$ cat src/hdl/cursor_overlay_pixel_stream_defines.svh
// Assertion helpers. Both sample on clock and are off while reset is high.
`ifndef CURSOR_OVERLAY_PIXEL_STREAM_DEFINES_SVH
`define CURSOR_OVERLAY_PIXEL_STREAM_DEFINES_SVH

// Consequent checked in the same cycle.
`define COV_ASSERT_NOW(label, ante, cons, msg) \
   label: assert property (@(posedge clock) disable iff (reset) (ante) |-> (cons)) \
      else $error(msg);

// Consequent checked in the next cycle.
`define COV_ASSERT_NEXT(label, ante, cons, msg) \
   label: assert property (@(posedge clock) disable iff (reset) (ante) |=> (cons)) \
      else $error(msg);

`endif

$ cat src/hdl/cov_pkg.sv
`default_nettype none

package cov_pkg;

   localparam int CURSOR_SIZE  = 16;
   localparam int COORD_BITS   = 12;
   localparam int SIDE_BITS    = $clog2(CURSOR_SIZE);
   localparam int SPRITE_DEPTH = CURSOR_SIZE * CURSOR_SIZE;
   localparam int ADDR_BITS    = $clog2(SPRITE_DEPTH);
   localparam int PIXEL_BITS   = 16;
   localparam int LINE_BITS    = 13;
   localparam int OFFSET_BITS  = 24;
   localparam int INDEX_BITS   = 8;
   localparam int CSR_IDX_BITS = 3;

   localparam logic OP_PASS = 1'b0;
   localparam logic OP_LOAD = 1'b1;

   localparam logic [CSR_IDX_BITS-1:0] REG_CURSOR_X    = 3'd0;
   localparam logic [CSR_IDX_BITS-1:0] REG_CURSOR_Y    = 3'd1;
   localparam logic [CSR_IDX_BITS-1:0] REG_CLIP_LEFT   = 3'd2;
   localparam logic [CSR_IDX_BITS-1:0] REG_CLIP_TOP    = 3'd3;
   localparam logic [CSR_IDX_BITS-1:0] REG_CLIP_RIGHT  = 3'd4;
   localparam logic [CSR_IDX_BITS-1:0] REG_CLIP_BOTTOM = 3'd5;
   localparam logic [CSR_IDX_BITS-1:0] REG_LINE_LENGTH = 3'd6;

   localparam logic [COORD_BITS-1:0] CURSOR_X_RESET    = 12'd100;
   localparam logic [COORD_BITS-1:0] CURSOR_Y_RESET    = 12'd100;
   localparam logic [COORD_BITS-1:0] CLIP_LEFT_RESET   = 12'd0;
   localparam logic [COORD_BITS-1:0] CLIP_TOP_RESET    = 12'd0;
   localparam logic [COORD_BITS-1:0] CLIP_RIGHT_RESET  = 12'd4095;
   localparam logic [COORD_BITS-1:0] CLIP_BOTTOM_RESET = 12'd4095;
   localparam logic [LINE_BITS-1:0]  LINE_LENGTH_RESET = 13'd1024;

   typedef struct packed {
      logic                  operation;
      logic [COORD_BITS-1:0] pixel_x;
      logic [COORD_BITS-1:0] pixel_y;
      logic [PIXEL_BITS-1:0] pixel_value;
      logic [INDEX_BITS-1:0] sprite_index;
   } req_word_type;

   typedef struct packed {
      logic [PIXEL_BITS-1:0]  out_pixel;
      logic [OFFSET_BITS-1:0] frame_offset;
      logic                   write_enable;
   } rsp_word_type;

   typedef struct packed {
      logic                  en;
      logic [ADDR_BITS-1:0]  addr;
      logic [PIXEL_BITS-1:0] data;
   } sprite_wr_type;

endpackage

`default_nettype wire

$ cat src/hdl/cov_sprite_ram.sv
`default_nettype none

module cov_sprite_ram (
   input  wire logic                           clock,
   input  wire logic                           reset,
   input  wire cov_pkg::sprite_wr_type         wr,
   input  wire logic                           rd_en,
   input  wire logic [cov_pkg::ADDR_BITS-1:0]  rd_addr,
   output logic      [cov_pkg::PIXEL_BITS-1:0] rd_data
);

   logic [cov_pkg::PIXEL_BITS-1:0]   mem [cov_pkg::SPRITE_DEPTH];
   logic [cov_pkg::SPRITE_DEPTH-1:0] valid_ff;
   logic [cov_pkg::PIXEL_BITS-1:0]   rd_data_ff;
   logic                             rd_valid_ff;

   // entries never loaded read as transparent
   always_ff @(posedge clock) begin
      if (reset) begin
         valid_ff    <= '0;
         rd_valid_ff <= 1'b0;
      end else begin
         if (wr.en) begin
            valid_ff[wr.addr] <= 1'b1;
         end
         if (rd_en) begin
            rd_valid_ff <= valid_ff[rd_addr];
         end
      end
   end

   always_ff @(posedge clock) begin
      if (wr.en) begin
         mem[wr.addr] <= wr.data;
      end
      if (rd_en) begin
         rd_data_ff <= mem[rd_addr];
      end
   end

   assign rd_data = rd_valid_ff ? rd_data_ff : '0;

endmodule

`default_nettype wire

$ cat src/hdl/cursor_overlay_pixel_stream.sv
// A word accepted goes through the stage 1 registers and then the output register to rsp_valid.
// Throughput: one word per cycle while rsp_ready is high; one sprite RAM read or write per word.
// Stage 1 registers hold the sprite read, clip compare and the line_length product.
// Reset (synchronous) restores the configuration registers to their defaults, clears the
// valid flags and the sprite valid bits at once, so the sprite reads as transparent with no clearing pass.
`default_nettype none
`include "cursor_overlay_pixel_stream_defines.svh"

module cursor_overlay_pixel_stream (
   input  wire logic                             clock,
   input  wire logic                             reset,
   input  wire logic                             req_valid,
   output logic                                  req_ready,
   input  wire cov_pkg::req_word_type            req_word,
   output logic                                  rsp_valid,
   input  wire logic                             rsp_ready,
   output cov_pkg::rsp_word_type                 rsp_word,
   input  wire logic                             csr_we,
   input  wire logic [cov_pkg::CSR_IDX_BITS-1:0] csr_index,
   input  wire logic [cov_pkg::LINE_BITS-1:0]    csr_wdata
);

   localparam int CB = cov_pkg::COORD_BITS;
   localparam int PB = cov_pkg::COORD_BITS + cov_pkg::LINE_BITS;

   // configuration
   logic [CB-1:0]                 cursor_x_ff, cursor_y_ff;
   logic [CB-1:0]                 clip_left_ff, clip_top_ff;
   logic [CB-1:0]                 clip_right_ff, clip_bottom_ff;
   logic [cov_pkg::LINE_BITS-1:0] line_length_ff;

   always_ff @(posedge clock) begin
      if (reset) begin
         cursor_x_ff    <= cov_pkg::CURSOR_X_RESET;
         cursor_y_ff    <= cov_pkg::CURSOR_Y_RESET;
         clip_left_ff   <= cov_pkg::CLIP_LEFT_RESET;
         clip_top_ff    <= cov_pkg::CLIP_TOP_RESET;
         clip_right_ff  <= cov_pkg::CLIP_RIGHT_RESET;
         clip_bottom_ff <= cov_pkg::CLIP_BOTTOM_RESET;
         line_length_ff <= cov_pkg::LINE_LENGTH_RESET;
      end else if (csr_we) begin
         case (csr_index)
            cov_pkg::REG_CURSOR_X:    cursor_x_ff    <= csr_wdata[CB-1:0];
            cov_pkg::REG_CURSOR_Y:    cursor_y_ff    <= csr_wdata[CB-1:0];
            cov_pkg::REG_CLIP_LEFT:   clip_left_ff   <= csr_wdata[CB-1:0];
            cov_pkg::REG_CLIP_TOP:    clip_top_ff    <= csr_wdata[CB-1:0];
            cov_pkg::REG_CLIP_RIGHT:  clip_right_ff  <= csr_wdata[CB-1:0];
            cov_pkg::REG_CLIP_BOTTOM: clip_bottom_ff <= csr_wdata[CB-1:0];
            cov_pkg::REG_LINE_LENGTH: line_length_ff <= csr_wdata;
            default: ;
         endcase
      end
   end

   // handshake
   logic s1_valid_ff, s1_valid_in;
   logic rsp_valid_ff, rsp_valid_in;
   logic accept, s1_adv;

   assign s1_adv    = s1_valid_ff && (!rsp_valid_ff || rsp_ready);
   assign req_ready = !s1_valid_ff || s1_adv;
   assign accept    = req_valid && req_ready;

   // stage 0: address, box test, clip test, multiply
   logic          is_load, in_box, clip_hit;
   logic [CB-1:0] dx, dy;
   logic [PB-1:0] product;
   cov_pkg::sprite_wr_type          sprite_wr;
   logic [cov_pkg::ADDR_BITS-1:0]   rd_addr;
   logic [cov_pkg::PIXEL_BITS-1:0]  sprite_px;

   assign is_load  = req_word.operation == cov_pkg::OP_LOAD;
   assign dx       = req_word.pixel_x - cursor_x_ff;
   assign dy       = req_word.pixel_y - cursor_y_ff;
   assign in_box   = (req_word.pixel_x >= cursor_x_ff) && (req_word.pixel_y >= cursor_y_ff)
                  && (dx < CB'(cov_pkg::CURSOR_SIZE)) && (dy < CB'(cov_pkg::CURSOR_SIZE));
   assign rd_addr  = {dy[cov_pkg::SIDE_BITS-1:0], dx[cov_pkg::SIDE_BITS-1:0]};
   assign clip_hit = (req_word.pixel_x >= clip_left_ff) && (req_word.pixel_x <= clip_right_ff)
                  && (req_word.pixel_y >= clip_top_ff) && (req_word.pixel_y <= clip_bottom_ff);
   assign product  = PB'(req_word.pixel_y) * PB'(line_length_ff);

   assign sprite_wr.en   = accept && is_load
                        && ({1'b0, req_word.sprite_index}
                            < (cov_pkg::INDEX_BITS + 1)'(cov_pkg::SPRITE_DEPTH));
   assign sprite_wr.addr = cov_pkg::ADDR_BITS'(req_word.sprite_index);
   assign sprite_wr.data = req_word.pixel_value;

   cov_sprite_ram u_sprite (
      .clock   (clock),
      .reset   (reset),
      .wr      (sprite_wr),
      .rd_en   (accept && !is_load),
      .rd_addr (rd_addr),
      .rd_data (sprite_px)
   );

   // stage 1 registers
   logic                               s1_pass_ff, s1_hit_ff, s1_we_ff;
   logic [cov_pkg::PIXEL_BITS-1:0]     s1_pixel_ff;
   logic [cov_pkg::OFFSET_BITS-1:0]    s1_prod_ff;
   logic [CB-1:0]                      s1_px_ff;

   assign s1_valid_in = accept || (s1_valid_ff && !s1_adv);

   always_ff @(posedge clock) begin
      if (reset) begin
         s1_valid_ff <= 1'b0;
      end else begin
         s1_valid_ff <= s1_valid_in;
      end
   end

   always_ff @(posedge clock) begin
      if (accept) begin
         s1_pass_ff  <= !is_load;
         s1_hit_ff   <= in_box;
         s1_we_ff    <= clip_hit;
         s1_pixel_ff <= req_word.pixel_value;
         s1_prod_ff  <= product[cov_pkg::OFFSET_BITS-1:0];
         s1_px_ff    <= req_word.pixel_x;
      end
   end

   // stage 2: overlay and output register
   cov_pkg::rsp_word_type rsp_word_ff, rsp_word_in;

   always_comb begin
      rsp_word_in = '0;
      if (s1_pass_ff) begin
         rsp_word_in.out_pixel    = (s1_hit_ff && sprite_px != '0) ? sprite_px : s1_pixel_ff;
         rsp_word_in.frame_offset = s1_prod_ff + cov_pkg::OFFSET_BITS'(s1_px_ff);
         rsp_word_in.write_enable = s1_we_ff;
      end
   end

   assign rsp_valid_in = s1_adv || (rsp_valid_ff && !rsp_ready);

   always_ff @(posedge clock) begin
      if (reset) begin
         rsp_valid_ff <= 1'b0;
      end else begin
         rsp_valid_ff <= rsp_valid_in;
      end
   end

   always_ff @(posedge clock) begin
      if (s1_adv) begin
         rsp_word_ff <= rsp_word_in;
      end
   end

   assign rsp_valid = rsp_valid_ff;
   assign rsp_word  = rsp_word_ff;

   `COV_ASSERT_NEXT(a_s1_to_out, s1_adv, rsp_valid, "stage 1 word lost on its way out")
   `COV_ASSERT_NOW(a_full_stall, rsp_valid && !rsp_ready && s1_valid_ff, !req_ready, "took a word into a full pipe")
   `COV_ASSERT_NEXT(a_load_zero, s1_adv && !s1_pass_ff, rsp_word == '0, "load word with nonzero result")

endmodule

`default_nettype wire

$ cat config.mk
export PLATFORM = sky130hd
export DESIGN_NAME = cursor_overlay_pixel_stream
export DESIGN_NICKNAME = d
export VERILOG_FILES = /design/src/hdl/cov_pkg.sv /design/src/hdl/cov_sprite_ram.sv /design/src/hdl/cursor_overlay_pixel_stream.sv
export VERILOG_INCLUDE_DIRS = /design/src /design/src/hdl
export SDC_FILE = /design/constraint.sdc
export NUM_CORES = 2
export LEC_CHECK = 0
export CORE_MARGIN = 8
export CORE_UTILIZATION = 51
export DETAILED_ROUTE_END_ITERATION = 7
export DONT_BUFFER_PORTS = 1
export PLACE_DENSITY = 0.62
export SLEW_MARGIN = 0
export SYNTH_ARGS = -nofsm -noshare
export SYNTH_HDL_FRONTEND = slang
export SYNTH_SLANG_ARGS = --single-unit
$ cat constraint.sdc
create_clock -name clock -period 10.47 [get_ports clock]
set_clock_uncertainty 0.2 [all_clocks]
set_input_delay 1.047 -clock clock [delete_from_list [all_inputs] [get_ports clock]]
set_output_delay 1.047 -clock clock [all_outputs]
set_load 0.005 [all_outputs]
* After elaboration in Yosys (flattened, before gate mapping)
Memories as Yosys holds them, arrays and structs flattened. A register that Yosys moved wholly into a read port is not among the register bits.
Cells that the tools add are included.
W data, S select, Z words.
** Cells by class
- Add/sub/neg operators :: 3
- Multipliers :: 1
- Order comparisons :: 11
- Equal/unequal tests :: 6
- Muxes and demuxes :: 8
- Bitwise gates (word level) :: 1
- Reduce and logical (&&, ||, !) cells :: 32
** Operators by type and width (number)
- $or A256 B256 Y256 :: 1
- $ge A12 B12 Y1 :: 4
- $mux W16 :: 2
- $add A24 B12 Y24 :: 1
- $le A12 B12 Y1 :: 2
- $lt A12 B5 Y1 const B :: 2
- $mul A12 B13 Y24 :: 1
- $sub A12 B12 Y12 :: 2
- $lt A8 B9 Y1 const B :: 2
- $reduce_bool A16 Y1 :: 1
- $logic_and A1 B1 Y1 :: 14
- $reduce_and A2 Y1 :: 7
- $eq A3 B3 Y1 const B :: 3
- $bmux W1 S8 :: 1
- $demux W1 S8 :: 1
- $ge A8 B1 Y1 const B :: 1
- $eq A3 B2 Y1 const B :: 2
- $logic_not A1 Y1 :: 5
- $logic_or A1 B1 Y1 :: 4
- $mux W1 :: 4
- $eq A3 B1 Y1 const B :: 1
- $logic_not A3 Y1 :: 1
** Word-level totals
- Register bits :: 440
- Memory bits (writable) :: 4096
- Output and inout port bits :: 43
- Logic and storage cells :: 83
- Memories :: 1
** Memories
- u_sprite.mem :: words 256, bits a word 16, rd ports 1, clocked after Yosys merged registers in 1, write ports 1, RTL line cov_sprite_ram.sv:12 : logic [cov_pkg::PIXEL_BITS-1:0] mem [cov_pkg::SPRITE_DEPTH];

* Longest topological paths before layout
- Depth after elaboration :: 8
- Depth in mapped cells :: 21
- Gate-level depth less buffers :: 20

* Modules after synthesis
Synthesis repeated with hierarchy kept, for this count alone.
** Second synthesis, totals
- Cell total of the unflattened synthesis :: 9347
- Area total of the unflattened synthesis :: 179578.5 um^2
** Modules (own cells, without submodules)
- cov_sprite_ram :: times used 1, cells an instance 7736, area an instance 165043.3 um^2, sequential area each 128623.4 um^2
- cursor_overlay_pixel_stream :: times used 1, cells an instance 1611, area an instance 14535.2 um^2, sequential area each 4624.4 um^2

* Least setup slack after synthesis
OpenSTA, ideal clock, no wires.
- Kind :: input port to flip-flop
- Start point :: input port req_word[27] (netlist bit)
- End point :: register s1_prod_ff[20] (netlist bit) (data pin)
- Setup time :: 261 ps
- Arrival time :: 5437 ps
- Data required time :: 10009 ps
- Setup slack :: 4572 ps
- Cell stages on the path :: 18
- Path buffers :: 1
- Cell sequence :: clkbuf_1 -> nand2_1 -> fa_1 -> fa_1 -> inv_1 -> fa_1 -> fa_1 -> inv_1 -> fa_1 -> inv_1 -> ha_1 -> a21o_1 -> a21o_1 -> nand2_1 -> o211ai_1 -> a31oi_1 -> nor3_1 -> a311o_1
** On the way
- Word-level cells in the longest chain between the ends :: 1
** Ends and longest elaborated chain
- start: declaration :: RTL line cursor_overlay_pixel_stream.sv:14 : input wire cov_pkg::req_word_type req_word,
- $mul A12 B13 Y24 :: RTL line cursor_overlay_pixel_stream.sv:80 : assign product = PB'(req_word.pixel_y) * PB'(line_length_ff);
- named net product[20] :: RTL line cursor_overlay_pixel_stream.sv:67 : logic [PB-1:0] product;
- end signal: assignment :: RTL line cursor_overlay_pixel_stream.sv:119 : s1_prod_ff <= product[cov_pkg::OFFSET_BITS-1:0];
- end: declaration :: RTL line cursor_overlay_pixel_stream.sv:100 : logic [cov_pkg::OFFSET_BITS-1:0] s1_prod_ff;
The timed path passes the listed nets, and every way through them passes these cells.
A chain may end at the register's enable or synchronous reset.

* Worst setup path in the final report
- Start point :: register cursor_x_ff[0]
- End point :: register u_sprite.rd_data_ff[9] (netlist bit) (read register of u_sprite.mem) (data pin)
** On the way
- Word-level cells in the longest chain between the ends :: 1
** Ends and longest elaborated chain
- start: declaration :: RTL line cursor_overlay_pixel_stream.sv:27 : logic [CB-1:0] cursor_x_ff, cursor_y_ff;
- start signal: assignment :: RTL line cursor_overlay_pixel_stream.sv:34 : cursor_x_ff <= cov_pkg::CURSOR_X_RESET;
- start signal: assignment :: RTL line cursor_overlay_pixel_stream.sv:43 : cov_pkg::REG_CURSOR_X: cursor_x_ff <= csr_wdata[CB-1:0];
- $sub A12 B12 Y12 :: RTL line cursor_overlay_pixel_stream.sv:73 : assign dx = req_word.pixel_x - cursor_x_ff;
- end: declaration :: RTL line cov_sprite_ram.sv:14 : logic [cov_pkg::PIXEL_BITS-1:0] rd_data_ff;
Every way passes these cells.

==> flow_metrics.env <==
export IMPL_max_slew_margin_rel_pct=2.242
export IMPL_grt_start_max_net_pins=258
export IMPL_die_height_um=610.7
export IMPL_hp_class="in2reg"
export IMPL_finalCritPeriodShare_pct=65.26
export IMPL_drt_wl_total_um=472700
export IMPL_viasPerCell=6.246
export IMPL_power_density_mw_per_mm2=192.5
export IMPL_via_count=88543
export IMPL_grt_pass1_wl_um=670700
export IMPL_maxSlewViolCount=0
export IMPL_leakage_nw=65.14
export IMPL_clk_pin_slew_ns=0.06
export IMPL_initial_core_util_pct=51.18
export IMPL_drt_iter0_drc=11205
export IMPL_cp_arrival_ns=7.31
export IMPL_cp_max_fo=120
export IMPL_cts_setup_buffers=0
export IMPL_synth_top_cell_area_share_pct=70.06
export IMPL_cts_tree="built"
export IMPL_finalHoldViolations=0
export IMPL_power_total_w=0.03915
export IMPL_io_buffers=0
export IMPL_area_delta_synth_final_pct=12.74
export IMPL_status="finished clean"
export IMPL_post_route_drc_count=0
export IMPL_synthFlopType="edfxtp_1"
export IMPL_ys_seq_area_share_pct=73.88
export IMPL_clockBufferDepth=4
export IMPL_rows=218
export IMPL_io_pins=113
export IMPL_setup_slack_ns=3.637
export IMPL_netlist_top_cell_by_area="edfxtp_1"
export IMPL_max_clock_freq_mhz=146.4
export IMPL_detailed_place_hpwl_um=262400
export IMPL_die_area_sq_mm=0.3729
export IMPL_fp_coreArea_sq_mm=0.3524
export IMPL_yosys_top_cells_count="edfxtp_1 (4208), mux4_2 (1422), nor2_1 (793)"
export IMPL_async_reset_ff_share_pct=0
export IMPL_fillers=25647
export IMPL_setup_viol=0
export IMPL_firstDrtPassIters=6
export IMPL_start_kind="register"
export IMPL_worstSetupPathType="reg2reg"
export IMPL_clkLatencyLatePin_ns=1.02
export IMPL_ys_types=63
export IMPL_worstPathRequired_ns=10.95
export IMPL_switching_share_pct=22.02
export IMPL_antenna_found_initial=33
export IMPL_synthTopCellsByArea="edfxtp_1 (70%), mux4_2 (18%), dfxtp_1 (3.8%)"
export IMPL_clock_power_share_pct=41.7
export IMPL_power_switching_w=0.008619
export IMPL_fin_util_pct=57.70
export IMPL_grt_pass1_vias=89692
export IMPL_endpoint_kind="register"
export IMPL_cts_inserted_buffers=458
export IMPL_clock_sinks=4552
export IMPL_maxCapViolations=0
export IMPL_syn_nets=8944
export IMPL_postCtsHoldBufs=52
export IMPL_setup_tns_ns=0
export IMPL_ys_warn_count=0
export IMPL_htree_levels=5
export IMPL_worst_slew_pin_transition_ns=1.466
export IMPL_antenna_left=0
export IMPL_wl_per_cell_um=33.34
export IMPL_root_buffer="clkbuf_16"
export IMPL_avgSynthCellArea_sq_um=20.93
export IMPL_synth_cell_area_sq_mm=0.1803
export IMPL_post_place_ws_ns=2.908
export IMPL_rsz0062_at_grt="false"
export IMPL_gp_congestion=0.8288
export IMPL_layout_nets=9359
export IMPL_pwr_share_comb_pct=7.2
export IMPL_synth_seq_cells=4552
export IMPL_internal_power_w=0.03053
export IMPL_gr_usage_all_layers_pct=25.07
export IMPL_ir_worst_vdd_mv=0.1419
export IMPL_synth_cells=8618
export IMPL_final_min_clock_period_ns=6.833
export IMPL_yosysMostFrequentCell="edfxtp_1"
export IMPL_cts_resized=0
export IMPL_die_w_um=610.7
export IMPL_grt_ovfl_total=0
export IMPL_pwr_share_seq_pct=51.1
export IMPL_drive_above_1_share_pct=27.39
export IMPL_synth_edf_count=4208
==> logic make-up after synthesis <==
| kind of cell | count (synthesis) | share of synthesized area [%] |
|---|---|---|
| and+or+nand+nor | 1350 | 3.143 |
| AOI/OAI and AO/OA | 298 | 1.116 |
| buffers and inverters | 681 | 1.564 |
| xor gates and xnor gates | 49 | 0.2380 |
| adders and majority gates | 256 | 2.242 |
| DFF | 4552 | 73.88 |
| muxes | 1432 | 17.81 |
==> critical path, cell delays in order (launching register included) <==
cell,delay [ns]
dfxtp_1,0.36
ha_4,0.15
inv_1,0.07
fa_4,1.37
buf_12,0.45
buf_4,0.58
mux4_2,0.38
mux4_2,0.52
mux4_2,0.64
a22oi_1,1.16
nand2_1,0.13
==> per-stage QoR <==
| stage | hold slack (ns) | instance area, sq um | cells |
|---|---|---|---|
| final | 0.06426 | 203300 | 14176 |
| after global routing | 0.005219 | 203300 | 14167 |
| after CTS | 0.0002242 | 203300 | 14157 |
| after detailed placement | 0.2478 | 187600 | 13248 |
| after global placement | 0.2430 | 187600 | 13248 |
| after floorplan | 0.2348 | 180300 | 8618 |
==> placed cells by master, fill, tap and decap left out, types with 71 or more instances in the layout <==
master,n
a21oi_1,92
and2_1,71
buf_4,318
clkbuf_1,118
clkbuf_16,467
clkinv_1,72
clkinv_2,81
dfxtp_1,344
edfxtp_1,4208
fa_1,110
ha_1,142
inv_1,240
mux4_2,1422
nand2_1,301
nor2_1,700
nor2_2,85
==> power groups by stage <==
stage / clock network, W / registers (W) / logic, W
floorplan: 0 / 0.0203 / 0.00180
global placement: 0 / 0.0204 / 0.00277
detailed placement: 0 / 0.0204 / 0.00278
CTS: 0.0166 / 0.0200 / 0.00286
global route: 0.0172 / 0.0200 / 0.00296
finish: 0.0163 / 0.0200 / 0.00283
==> routing by layer <==
metal / track usage [%] / up-vias / routed length (um)
met3: 4.698 / 734 / 40430
met5: 0 / - / 38
li1: - / 35902 / -
met2: 40.41 / 4013 / 228700
met4: 8.442 / 6 / 17730
met1: 34.90 / 47888 / 185800
==> registers in the layout, indices dropped and copies added (netlist names), 13 cells and up <==
register	count
line_length_ff	13
rsp_word	41
s1_pixel_ff	16
s1_prod_ff	24
u_sprite.mem	4096
u_sprite.rd_data_ff	16
u_sprite.valid_ff	256
==> path summary, 6_finish.rpt <==
| path | from | endpoint | slack (ns) | cells after the start |
|---|---|---|---|---|
| worst max-delay path | cursor_x_ff[0] | u_sprite.rd_data_ff[9] | 3.64 | 10 |
| worst min-delay path | req_word[16] | u_sprite.mem[232][8] | 0.06 | 0 |
| worst max register to register | cursor_x_ff[0] | u_sprite.rd_data_ff[9] | 3.64 | 10 |
| worst min register to register | cursor_y_ff[10] | cursor_y_ff[10] | 0.26 | 2 |
==> layout make-up <==
cell class	count	area [sq um]	area share, %
tap	4730	5918	2.911
clock buffer	617	12570	6.182
clock inverter	240	2480	1.220
timing repair buffer	395	3486	1.714
multi-input combinational	3385	44690	21.98
sequential	4552	133200	65.53
antenna	16	40.04	0.01969
inverter	241	904.6	0.4449
(Power assumes the default switching activity.)
